[src/hdl/crdf_pkg.sv]
package crdf_pkg;

    // Counter and field widths
    localparam int CNT_W   = 29;
    localparam int SCORE_W = 32;

    // Longest chain that is still counted
    localparam logic [CNT_W-1:0] MAX_CHAIN_PAIRS = 29'h1000_0000;

    // Operand split for the shared multiplier
    localparam int CHUNK_W = 18;
    localparam int OP_W    = 2 * CHUNK_W;
    localparam int PROD_W  = SCORE_W + CHUNK_W + 1;
    localparam int ACC_W   = SCORE_W + OP_W + 1;

    // Stream widths
    localparam int S_DATA_W = 48;
    localparam int M_DATA_W = 64;

    // ASCII codes of the nucleotide letters
    localparam logic [7:0] CH_A_UP = 8'h41;
    localparam logic [7:0] CH_C_UP = 8'h43;
    localparam logic [7:0] CH_G_UP = 8'h47;
    localparam logic [7:0] CH_T_UP = 8'h54;
    localparam logic [7:0] CH_U_UP = 8'h55;
    localparam logic [7:0] CH_A_LO = 8'h61;
    localparam logic [7:0] CH_C_LO = 8'h63;
    localparam logic [7:0] CH_G_LO = 8'h67;
    localparam logic [7:0] CH_N_LO = 8'h6e;
    localparam logic [7:0] CH_T_LO = 8'h74;
    localparam logic [7:0] CH_U_LO = 8'h75;

    // Nucleotide class codes
    localparam logic [1:0] CLASS_A = 2'd0;
    localparam logic [1:0] CLASS_C = 2'd1;
    localparam logic [1:0] CLASS_G = 2'd2;
    localparam logic [1:0] CLASS_T = 2'd3;

    // Per-chain totals handed from the counting side to the decision side
    typedef struct packed {
        logic [3:0][CNT_W-1:0]      match;
        logic [CNT_W-1:0]           repeats;
        logic [CNT_W-1:0]           pairs;
        logic                       ovf;
        logic signed [SCORE_W-1:0]  score;
    } summary_t;

    // Class of a byte: bit 2 set when it is one of ACGTU in either case
    function automatic logic [2:0] base_class(input logic [7:0] c);
        logic [2:0] r;
        case (c) inside
            CH_A_UP, CH_A_LO:                   r = {1'b1, CLASS_A};
            CH_C_UP, CH_C_LO:                   r = {1'b1, CLASS_C};
            CH_G_UP, CH_G_LO:                   r = {1'b1, CLASS_G};
            CH_T_UP, CH_T_LO, CH_U_UP, CH_U_LO: r = {1'b1, CLASS_T};
            default:                            r = 3'b000;
        endcase
        return r;
    endfunction

    // Lowercase a, c, g, t or n marks a repeat-masked base
    function automatic logic is_repeat_base(input logic [7:0] c);
        return (c == CH_A_LO) || (c == CH_C_LO) || (c == CH_G_LO) ||
               (c == CH_T_LO) || (c == CH_N_LO);
    endfunction

endpackage

[src/hdl/crdf_front.sv]
module crdf_front import crdf_pkg::*; (
    input  logic                aclk,
    input  logic                aresetn,
    input  logic                s_tvalid,
    output logic                s_tready,
    input  logic [S_DATA_W-1:0] s_tdata,
    input  logic                s_tlast,
    output summary_t            sum_data,
    output logic                sum_valid,
    input  logic                sum_ready
);

    logic [3:0][CNT_W-1:0] match_reg, match_next, match_upd;
    logic [CNT_W-1:0]      repeat_reg, repeat_next, repeat_upd;
    logic [CNT_W-1:0]      pair_reg, pair_next, pair_upd;
    logic                  ovf_reg, ovf_next, ovf_upd;

    logic                  accept;
    logic                  full;
    logic                  hit;
    logic                  rep;
    logic [2:0]            tc;
    logic [2:0]            qc;

    // Stall only when the queue has no room
    assign s_tready = sum_ready;
    assign accept   = s_tvalid && s_tready;

    // Classify the pair
    assign tc   = base_class(s_tdata[7:0]);
    assign qc   = base_class(s_tdata[15:8]);
    assign hit  = qc[2] && (qc == tc);
    assign rep  = is_repeat_base(s_tdata[15:8]) || is_repeat_base(s_tdata[7:0]);
    assign full = pair_reg >= MAX_CHAIN_PAIRS;

    // Count the pair, or flag overflow once the bound is reached
    always_comb begin
        match_upd  = match_reg;
        repeat_upd = repeat_reg;
        pair_upd   = pair_reg;
        ovf_upd    = ovf_reg;
        if (full) begin
            ovf_upd = 1'b1;
        end else begin
            pair_upd = pair_reg + 1'b1;
            if (hit) begin
                match_upd[qc[1:0]] = match_reg[qc[1:0]] + 1'b1;
            end
            if (rep) begin
                repeat_upd = repeat_reg + 1'b1;
            end
        end
    end

    // Clear after the last pair of a chain
    always_comb begin
        match_next  = match_reg;
        repeat_next = repeat_reg;
        pair_next   = pair_reg;
        ovf_next    = ovf_reg;
        if (accept) begin
            if (s_tlast) begin
                match_next  = '0;
                repeat_next = '0;
                pair_next   = '0;
                ovf_next    = 1'b0;
            end else begin
                match_next  = match_upd;
                repeat_next = repeat_upd;
                pair_next   = pair_upd;
                ovf_next    = ovf_upd;
            end
        end
    end

    always_ff @(posedge aclk) begin
        if (!aresetn) begin
            match_reg  <= '0;
            repeat_reg <= '0;
            pair_reg   <= '0;
            ovf_reg    <= 1'b0;
        end else begin
            match_reg  <= match_next;
            repeat_reg <= repeat_next;
            pair_reg   <= pair_next;
            ovf_reg    <= ovf_next;
        end
    end

    // Push the chain totals on the last pair
    assign sum_valid        = accept && s_tlast;
    assign sum_data.match   = match_upd;
    assign sum_data.repeats = repeat_upd;
    assign sum_data.pairs   = pair_upd;
    assign sum_data.ovf     = ovf_upd;
    assign sum_data.score   = s_tdata[47:16];

endmodule

[src/hdl/crdf_queue.sv]
module crdf_queue import crdf_pkg::*; (
    input  logic     aclk,
    input  logic     aresetn,
    input  summary_t in_data,
    input  logic     in_valid,
    output logic     in_ready,
    output summary_t out_data,
    output logic     out_valid,
    input  logic     out_ready
);

    localparam logic [1:0] QUEUE_DEPTH = 2'd2;

    summary_t   mem [2];
    logic       wr_ptr_reg, wr_ptr_next;
    logic       rd_ptr_reg, rd_ptr_next;
    logic [1:0] count_reg, count_next;
    logic       push;
    logic       pop;

    assign in_ready  = count_reg != QUEUE_DEPTH;
    assign out_valid = count_reg != 2'd0;
    assign push      = in_valid && in_ready;
    assign pop       = out_valid && out_ready;
    assign out_data  = mem[rd_ptr_reg];

    // Advance pointers and occupancy
    always_comb begin
        wr_ptr_next = push ? !wr_ptr_reg : wr_ptr_reg;
        rd_ptr_next = pop ? !rd_ptr_reg : rd_ptr_reg;
        count_next  = count_reg;
        if (push && !pop) begin
            count_next = count_reg + 2'd1;
        end else if (pop && !push) begin
            count_next = count_reg - 2'd1;
        end
    end

    always_ff @(posedge aclk) begin
        if (!aresetn) begin
            wr_ptr_reg <= 1'b0;
            rd_ptr_reg <= 1'b0;
            count_reg  <= 2'd0;
        end else begin
            wr_ptr_reg <= wr_ptr_next;
            rd_ptr_reg <= rd_ptr_next;
            count_reg  <= count_next;
        end
    end

    // Store entries
    always_ff @(posedge aclk) begin
        if (push) begin
            mem[wr_ptr_reg] <= in_data;
        end
    end

endmodule

[src/hdl/crdf_back.sv]
module crdf_back import crdf_pkg::*; (
    input  logic                       aclk,
    input  logic                       aresetn,
    input  summary_t                   sum_data,
    input  logic                       sum_valid,
    output logic                       sum_ready,
    input  logic signed [SCORE_W-1:0]  min_score,
    input  logic signed [SCORE_W-1:0]  no_check_score,
    output logic                       m_tvalid,
    input  logic                       m_tready,
    output logic [M_DATA_W-1:0]        m_tdata
);

    typedef enum logic [2:0] {
        S_IDLE, S_SUM, S_BEST, S_PREP, S_MUL, S_EVAL, S_DONE
    } state_t;

    typedef enum logic {CMP_DEGEN, CMP_REPEAT} cmp_sel_t;

    localparam logic [2:0] LAST_STEP = 3'd4;
    localparam int         EXT_W     = CNT_W + 11;

    state_t                    state_reg;
    summary_t                  sum_reg;
    logic [CNT_W-1:0]          m_reg;
    logic [5:0][CNT_W-1:0]     pair_sum_reg;
    logic [CNT_W-1:0]          best_reg;
    logic [OP_W-1:0]           op_x_reg;
    logic [OP_W-1:0]           op_y_reg;
    logic [2:0]                step_reg;
    logic signed [PROD_W-1:0]  prod_reg;
    logic                      prod_shift_reg;
    logic                      prod_neg_reg;
    logic signed [ACC_W-1:0]   acc_reg;
    cmp_sel_t                  cmp_sel_reg;
    logic                      pass_reg;
    logic                      out_valid_reg;
    logic [M_DATA_W-1:0]       out_data_reg;

    logic [CNT_W+1:0]          m_sum;
    logic [5:0][CNT_W-1:0]     pair_sum;
    logic [CNT_W-1:0]          best_max;
    logic [EXT_W-1:0]          m_ext;
    logic [EXT_W-1:0]          b_ext;
    logic [EXT_W-1:0]          x_degen;
    logic [EXT_W-1:0]          y_degen;
    logic                      degen_bad;
    logic [CNT_W-1:0]          unmasked;
    logic [OP_W-1:0]           x_repeat;
    logic [OP_W-1:0]           y_repeat;
    logic signed [SCORE_W-1:0] mul_a;
    logic [OP_W-1:0]           mul_op;
    logic [CHUNK_W-1:0]        mul_chunk;
    logic signed [PROD_W-1:0]  prod_next;
    logic signed [ACC_W-1:0]   term;
    logic signed [ACC_W-1:0]   acc_next;
    logic                      ge;

    assign sum_ready = state_reg == S_IDLE;
    assign m_tvalid  = out_valid_reg;
    assign m_tdata   = out_data_reg;

    // Total matches and the six two-class sums
    assign m_sum = (CNT_W+2)'(sum_reg.match[0]) + (CNT_W+2)'(sum_reg.match[1]) +
                   (CNT_W+2)'(sum_reg.match[2]) + (CNT_W+2)'(sum_reg.match[3]);
    assign pair_sum[0] = sum_reg.match[0] + sum_reg.match[1];
    assign pair_sum[1] = sum_reg.match[0] + sum_reg.match[2];
    assign pair_sum[2] = sum_reg.match[0] + sum_reg.match[3];
    assign pair_sum[3] = sum_reg.match[1] + sum_reg.match[2];
    assign pair_sum[4] = sum_reg.match[1] + sum_reg.match[3];
    assign pair_sum[5] = sum_reg.match[2] + sum_reg.match[3];

    // Pick the best two-class sum
    always_comb begin
        best_max = pair_sum_reg[0];
        for (int k = 1; k < 6; k++) begin
            if (pair_sum_reg[k] > best_max) begin
                best_max = pair_sum_reg[k];
            end
        end
    end

    // Degeneracy operands: 5B > 4M, then S*(501M - 500B) against min*100M
    assign m_ext     = EXT_W'(m_reg);
    assign b_ext     = EXT_W'(best_reg);
    assign degen_bad = ((b_ext << 2) + b_ext) > (m_ext << 2);
    assign x_degen   = (m_ext << 9) - (m_ext << 3) - (m_ext << 1) - m_ext -
                       ((b_ext << 9) - (b_ext << 3) - (b_ext << 2));
    assign y_degen   = (m_ext << 6) + (m_ext << 5) + (m_ext << 2);

    // Repeat operands: S*2*(T - R) against min*T
    assign unmasked = sum_reg.pairs - sum_reg.repeats;
    assign x_repeat = {{(OP_W-CNT_W-1){1'b0}}, unmasked, 1'b0};
    assign y_repeat = OP_W'(sum_reg.pairs);

    // One partial product per step: a*xl, a*xh, b*yl, b*yh
    assign mul_a     = step_reg[1] ? min_score : sum_reg.score;
    assign mul_op    = step_reg[1] ? op_y_reg : op_x_reg;
    assign mul_chunk = step_reg[0] ? mul_op[OP_W-1:CHUNK_W] : mul_op[CHUNK_W-1:0];
    assign prod_next = mul_a * $signed({1'b0, mul_chunk});

    // Accumulate the previous partial product
    always_comb begin
        term = ACC_W'(prod_reg);
        if (prod_shift_reg) begin
            term = term <<< CHUNK_W;
        end
        acc_next = prod_neg_reg ? (acc_reg - term) : (acc_reg + term);
    end

    assign ge = !acc_reg[ACC_W-1];

    // Decision sequencer and output register
    always_ff @(posedge aclk) begin
        if (!aresetn) begin
            state_reg     <= S_IDLE;
            out_valid_reg <= 1'b0;
            step_reg      <= 3'd0;
            cmp_sel_reg   <= CMP_DEGEN;
            pass_reg      <= 1'b0;
        end else begin
            // Drop a taken verdict unless a new one replaces it
            if (out_valid_reg && m_tready && state_reg != S_DONE) begin
                out_valid_reg <= 1'b0;
            end
            unique case (state_reg)
                S_IDLE: begin
                    if (sum_valid) begin
                        sum_reg   <= sum_data;
                        state_reg <= S_SUM;
                    end
                end
                S_SUM: begin
                    m_reg        <= m_sum[CNT_W-1:0];
                    pair_sum_reg <= pair_sum;
                    state_reg    <= S_BEST;
                end
                S_BEST: begin
                    best_reg  <= best_max;
                    state_reg <= S_PREP;
                end
                S_PREP: begin
                    step_reg <= 3'd0;
                    acc_reg  <= '0;
                    if (sum_reg.ovf) begin
                        pass_reg  <= 1'b0;
                        state_reg <= S_DONE;
                    end else if (sum_reg.score >= no_check_score) begin
                        pass_reg  <= 1'b1;
                        state_reg <= S_DONE;
                    end else if (m_reg == '0) begin
                        pass_reg  <= 1'b0;
                        state_reg <= S_DONE;
                    end else if (degen_bad) begin
                        op_x_reg    <= x_degen[OP_W-1:0];
                        op_y_reg    <= y_degen[OP_W-1:0];
                        cmp_sel_reg <= CMP_DEGEN;
                        state_reg   <= S_MUL;
                    end else begin
                        op_x_reg    <= x_repeat;
                        op_y_reg    <= y_repeat;
                        cmp_sel_reg <= CMP_REPEAT;
                        state_reg   <= S_MUL;
                    end
                end
                S_MUL: begin
                    if (step_reg != LAST_STEP) begin
                        prod_reg       <= prod_next;
                        prod_shift_reg <= step_reg[0];
                        prod_neg_reg   <= step_reg[1];
                    end
                    if (step_reg != 3'd0) begin
                        acc_reg <= acc_next;
                    end
                    if (step_reg == LAST_STEP) begin
                        state_reg <= S_EVAL;
                    end else begin
                        step_reg <= step_reg + 3'd1;
                    end
                end
                S_EVAL: begin
                    if (cmp_sel_reg == CMP_DEGEN && ge) begin
                        op_x_reg    <= x_repeat;
                        op_y_reg    <= y_repeat;
                        cmp_sel_reg <= CMP_REPEAT;
                        step_reg    <= 3'd0;
                        acc_reg     <= '0;
                        state_reg   <= S_MUL;
                    end else begin
                        pass_reg  <= ge;
                        state_reg <= S_DONE;
                    end
                end
                S_DONE: begin
                    if (!out_valid_reg || m_tready) begin
                        out_valid_reg <= 1'b1;
                        out_data_reg  <= {4'b0000, sum_reg.ovf, sum_reg.repeats,
                                          m_reg, pass_reg};
                        state_reg     <= S_IDLE;
                    end
                end
                default: begin
                    state_reg <= S_IDLE;
                end
            endcase
        end
    end

endmodule

[src/hdl/chain_repeat_degeneracy_filter_top.sv]
// Chain repeat and degeneracy filter. Stream the aligned base pairs of a chain, one
// pair per item, with tlast on the final pair; one verdict item comes out per chain.
// Pairs are counted at one per clock while the queue has room. The final pair hands
// the chain totals to a two-entry queue; a decision sequencer then loads them, sums
// the matches, picks the best two-class sum and settles the chain by overflow, the
// no-check score or zero matches, or else by one or two exact product comparisons,
// each built from the four partial products of its shared 32x18 multiplier; a
// stalled verdict adds its wait. Chains that arrive faster than the sequencer settles
// them back up the queue and the pair input stalls until it drains. Registers: 0x0
// min_score, 0x4 no_check_score; write only while no chain is in flight.
module chain_repeat_degeneracy_filter_top import crdf_pkg::*; (
    input  logic                aclk,
    input  logic                aresetn,
    input  logic                s_tvalid,
    output logic                s_tready,
    // target_base[7:0], query_base[15:8], chain_score[47:16]
    input  logic [S_DATA_W-1:0] s_tdata,
    input  logic                s_tlast,
    output logic                m_tvalid,
    input  logic                m_tready,
    // pass[0], match_total[29:1], repeat_total[58:30], overflow[59], zero[63:60]
    output logic [M_DATA_W-1:0] m_tdata,
    input  logic                psel,
    input  logic                penable,
    input  logic                pwrite,
    input  logic [2:0]          paddr,
    input  logic [31:0]         pwdata,
    output logic [31:0]         prdata,
    output logic                pready
);

    localparam logic REG_MIN_SCORE = 1'b0;
    localparam logic REG_NO_CHECK  = 1'b1;

    logic signed [SCORE_W-1:0] min_score_reg;
    logic signed [SCORE_W-1:0] no_check_reg;
    logic                      cfg_write;

    summary_t front_data;
    logic     front_valid;
    logic     front_ready;
    summary_t back_data;
    logic     back_valid;
    logic     back_ready;

    // Configuration registers
    assign pready    = 1'b1;
    assign cfg_write = psel && penable && pwrite && pready;
    assign prdata    = (paddr[2] == REG_NO_CHECK) ? no_check_reg : min_score_reg;

    always_ff @(posedge aclk) begin
        if (!aresetn) begin
            min_score_reg <= 32'sd5000;
            no_check_reg  <= 32'sd200000;
        end else if (cfg_write) begin
            if (paddr[2] == REG_MIN_SCORE) begin
                min_score_reg <= pwdata;
            end else begin
                no_check_reg <= pwdata;
            end
        end
    end

    crdf_front u_front (
        .aclk      (aclk),
        .aresetn   (aresetn),
        .s_tvalid  (s_tvalid),
        .s_tready  (s_tready),
        .s_tdata   (s_tdata),
        .s_tlast   (s_tlast),
        .sum_data  (front_data),
        .sum_valid (front_valid),
        .sum_ready (front_ready)
    );

    crdf_queue u_queue (
        .aclk      (aclk),
        .aresetn   (aresetn),
        .in_data   (front_data),
        .in_valid  (front_valid),
        .in_ready  (front_ready),
        .out_data  (back_data),
        .out_valid (back_valid),
        .out_ready (back_ready)
    );

    crdf_back u_back (
        .aclk           (aclk),
        .aresetn        (aresetn),
        .sum_data       (back_data),
        .sum_valid      (back_valid),
        .sum_ready      (back_ready),
        .min_score      (min_score_reg),
        .no_check_score (no_check_reg),
        .m_tvalid       (m_tvalid),
        .m_tready       (m_tready),
        .m_tdata        (m_tdata)
    );

endmodule

[config.mk]
export PLATFORM = sky130hd
export DESIGN_NAME = chain_repeat_degeneracy_filter_top
export DESIGN_NICKNAME = d
export VERILOG_FILES = /design/src/hdl/crdf_pkg.sv /design/src/hdl/crdf_front.sv /design/src/hdl/crdf_queue.sv /design/src/hdl/crdf_back.sv /design/src/hdl/chain_repeat_degeneracy_filter_top.sv
export SDC_FILE = /design/constraint.sdc
export NUM_CORES = 2
export LEC_CHECK = 0
export ABC_AREA = 1
export BUFFER_PORTS_ARGS = -buffer_cell sky130_fd_sc_hd__buf_2
export CORE_ASPECT_RATIO = 0.5
export CORE_MARGIN = 2
export CORE_UTILIZATION = 60
export CTS_CLUSTER_DIAMETER = 150
export DETAILED_ROUTE_END_ITERATION = 12
export PLACE_DENSITY_LB_ADDON = 0.08
export SLEW_MARGIN = 10
export SYNTH_ARGS = -nofsm -noshare
export SYNTH_HDL_FRONTEND = slang
export SYNTH_SLANG_ARGS = --single-unit
[constraint.sdc]
create_clock -name aclk -period 17.9 [get_ports aclk]
set_input_delay 0.895 -clock aclk [delete_from_list [all_inputs] [get_ports aclk]]
set_output_delay 0.895 -clock aclk [all_outputs]
set_load 0.1 [all_outputs]
==> flow_summary.json <==
{
  "setup-violations-final": 0,
  "ratio_of_cells_with_drive_above_1_in_the_final_layout": 0.0503,
  "cts.sinks": 1359,
  "worst_path_dominant_cell_family": "simple AND/OR/NAND/NOR gates",
  "drt_pass1_iterations": 6,
  "timing.hold.worst.class": "in2reg",
  "detailed_placer_s_ending_hpwl_um": 198000,
  "floorplan.die.width_um": 580,
  "dp_worst_setup_slack_ns": 4.98,
  "outcome": "finished clean",
  "worstSetupPathDepth": 51,
  "drt_wirelength_um": 261000,
  "route.detailed.vias_per_inst": 5.63,
  "cap_viol_max_count": 0,
  "detailedRoute.firstIterationViolations": 6310,
  "place_congestion": 0.922,
  "final_antenna_net_count": 0,
  "cts_post_setup_buffers_inserted": 0,
  "critical_path_arrival_ns": 13.56,
  "setup.worst_path.end": "u_back.best_reg[24]",
  "start_util": 0.605,
  "num_rows": 105,
  "cp_data_required_time_ns": 18.55,
  "grt_max_degree": 160,
  "r2r_start": "u_back.pair_sum_reg[57]",
  "cp-startpoint": "u_back.pair_sum_reg[57]",
  "final_nets": 12500,
  "overflow": 0,
  "setup.reg_to_reg.worst_slack_ns": 4.99,
  "port_buffers": 182,
  "final_max_slew_viol_count": 0,
  "synth_seq_cells": 1359,
  "die_h_um": 292,
  "pin_count": 190,
  "tightest_slew_ns": 1.21,
  "first_pass_grt_wire_length_um": 405000,
  "cts-root-to-sink-buffers": 3,
  "vias_in_the_first_global_route": 71600,
  "largest_register_ff_count": 414,
  "avg_synthesized_cell_area_um2": 9.22,
  "end_kind": "flop",
  "share_of_async_settable_or_async_resettable_flops_after_synthesis": 0,
  "worst_path_most_repeated_cell": "nand2_1",
  "synth_warnings": 0,
  "clock_tree_root_buffer_cell": "clkbuf_16",
  "cts_repair_resize_count": 0,
  "timing.setup.critical_path_class": "reg2reg",
  "antenna_violations_before_repair": 15,
  "netlist-cell-type-count": 68,
  "finalInstanceArea_mm2": 0.107,
  "routedWlPerCell_um": 19.8,
  "synthesis.area_mm2": 0.0995,
  "worstPathBufferInverterCount": 5,
  "setup_total_negative_slack_ns": 0,
  "drc_errors_left": 0,
  "post_place_cells": 12900,
  "netlist_instances": 10800,
  "clkLatencyLatePin_ns": 0.80,
  "fmaxAchievable_mhz": 77.5,
  "overall_global_routing_resource_usage": 0.309,
  "critical-path-max-stage-delay_ns": 0.69,
  "routed-via-count": 74100,
  "finalHoldViolCount": 0,
  "cts_htree_levels": 3,
  "placed_area_mm2": 0.103,
  "postCtsHoldBufs": 0,
  "critPathSlowestCell": "nand2_2",
  "postSynth.topFlopCell": "edfxtp_1",
  "yosysSeqAreaShare": 0.385,
  "tritoncts_clock_tree": "done",
  "final_cell_count_no_fill": 13200,
  "layout-area-overhead-vs-synth_pct": 7.49,
  "timing.final.ws_setup_ns": 4.99,
  "tritoncts.num_buffers": 120,
  "final_min_period_over_clock_period": 0.721,
  "period_needed_ns": 12.91,
  "rsz_0062_raised_after_global_routing": "no",
  "slew_headroom": 0.194,
  "crit_path_start_kind": "flop",
  "design.core.area_mm2": 0.164,
  "critical_path.max_fanout": 56,
  "r2r_end": "u_back.best_reg[24]",
  "skew_ns": 0.0660,
  "synth_enable_flop_cells": 1107,
  "reg2reg_depth": 51,
  "clock_pin_slew_reported_for_the_worst_setup_and_hold_paths_after_clock_tree_synthesis_ns": 0.07,
  "die-area_mm2": 0.169
}
-- cells in the mapped netlist (all sizes together) (19+ instances only) --
cell type | instances | area (µm²)
xor2 | 341 | 2990
o211ai | 34 | 260
a21oi | 867 | 4340
o21bai | 44 | 330
dfxtp | 252 | 5040
nand3 | 318 | 1620
a31oi | 33 | 206
ha | 751 | 9400
nand4 | 79 | 509
nor4 | 22 | 165
buf | 49 | 273
o21ai | 586 | 2940
o21a | 62 | 465
a211oi | 35 | 263
nor3 | 52 | 265
clkbuf | 288 | 1080
nor2 | 638 | 2410
fa | 777 | 15600
nand2 | 2610 | 9850
edfxtp | 1107 | 33200
inv | 1538 | 5770
o221ai | 19 | 166
xnor2 | 145 | 1270
-- per-layer routing --
layer,track usage,share of wire
met5,0,0.00010
met2,0.503,0.47
met1,0.430,0.43
met4,0.0956,0.033
met3,0.0465,0.069
-- through the flow --
| stage | util | hold slack (ns) |
|---|---|---|
| 3_5_place_dp | 0.625 | 0.434 |
| 3_3_place_gp | 0.625 | 0.433 |
| 4_1_cts | 0.650 | 0.258 |
| 2_1_floorplan | - | 0.403 |
| 5_1_grt | 0.650 | 0.279 |
| 6_report | 0.650 | 0.303 |
-- cells in the final DEF, fill, tap and decap left out, types with 12 or more instances in the layout --
| cell type | synthesis | final |
|---|---|---|
| nand2_1 | 2596 | 2595 |
| inv_1 | 1531 | 1530 |
| edfxtp_1 | 1107 | 1107 |
| a21oi_1 | 867 | 867 |
| fa_1 | 777 | 777 |
| ha_1 | 751 | 751 |
| nor2_1 | 633 | 626 |
| o21ai_0 | 541 | 539 |
| xor2_1 | 341 | 341 |
| nand3_1 | 313 | 312 |
| dfxtp_1 | 252 | 250 |
| buf_2 | 14 | 182 |
| xnor2_1 | 145 | 145 |
| clkbuf_16 | 0 | 122 |
| buf_4 | 7 | 102 |
| nand4_1 | 78 | 78 |
| o21a_1 | 62 | 62 |
| nor3_1 | 51 | 48 |
| o21bai_1 | 44 | 44 |
| o21ai_1 | 44 | 43 |
| a211oi_1 | 35 | 35 |
| o211ai_1 | 33 | 33 |
| a31oi_1 | 33 | 32 |
| clkinv_2 | 0 | 26 |
| clkinv_1 | 7 | 20 |
| o221ai_1 | 19 | 19 |
| nor4_1 | 19 | 18 |
| clkbuf_1 | 288 | 18 |
| o31ai_1 | 17 | 17 |
| o22ai_1 | 15 | 15 |
| bufinv_16 | 0 | 15 |
| a21o_1 | 14 | 14 |
| mux2i_1 | 14 | 14 |
| nand3b_1 | 12 | 12 |
-- worst min-delay path by stage --
stage	from	to	slack, ns	cells past startpoint
floorplan	u_back.pass_reg	u_back.m_tdata[0]	0.40	0
global placement	u_back.sum_reg[79]	u_back.m_tdata[47]	0.43	0
detailed placement	u_back.sum_reg[86]	u_back.m_tdata[54]	0.43	0
CTS	s_tdata[44]	u_queue.mem[0][28]	0.26	1
global route	s_tdata[21]	u_queue.mem[0][5]	0.28	1
finish	s_tdata[44]	u_queue.mem[1][28]	0.30	1
-- cells by family after synthesis --
kind of cell | count (synthesis) | synth area share
AOI/OAI and AO/OA | 1758 | 0.0963
xor gates and xnor gates | 486 | 0.0428
other | 2 | 0.0000755
adders and majority gates | 1528 | 0.251
muxes | 16 | 0.00164
DFF | 1359 | 0.385
buffers and inverters | 1882 | 0.0719
and+or+nand+nor | 3753 | 0.151
-- cell type report --
type                            instances  area (µm²)
Antenna cell                            5        12.5
Clock buffer                          148        3230
Clock inverter                         82         961
Fill cell                           13500       57500
Inverter                             1545        5810
Multi-Input combinational cell       7546       54100
Sequential cell                      1359       38300
Tap cell                             2193        2740
Timing Repair Buffer                  286        1720
Power is left out: the tool's default activity adds up to more than one toggle a clock period on the data nets, which glitch-free logic cannot reach.
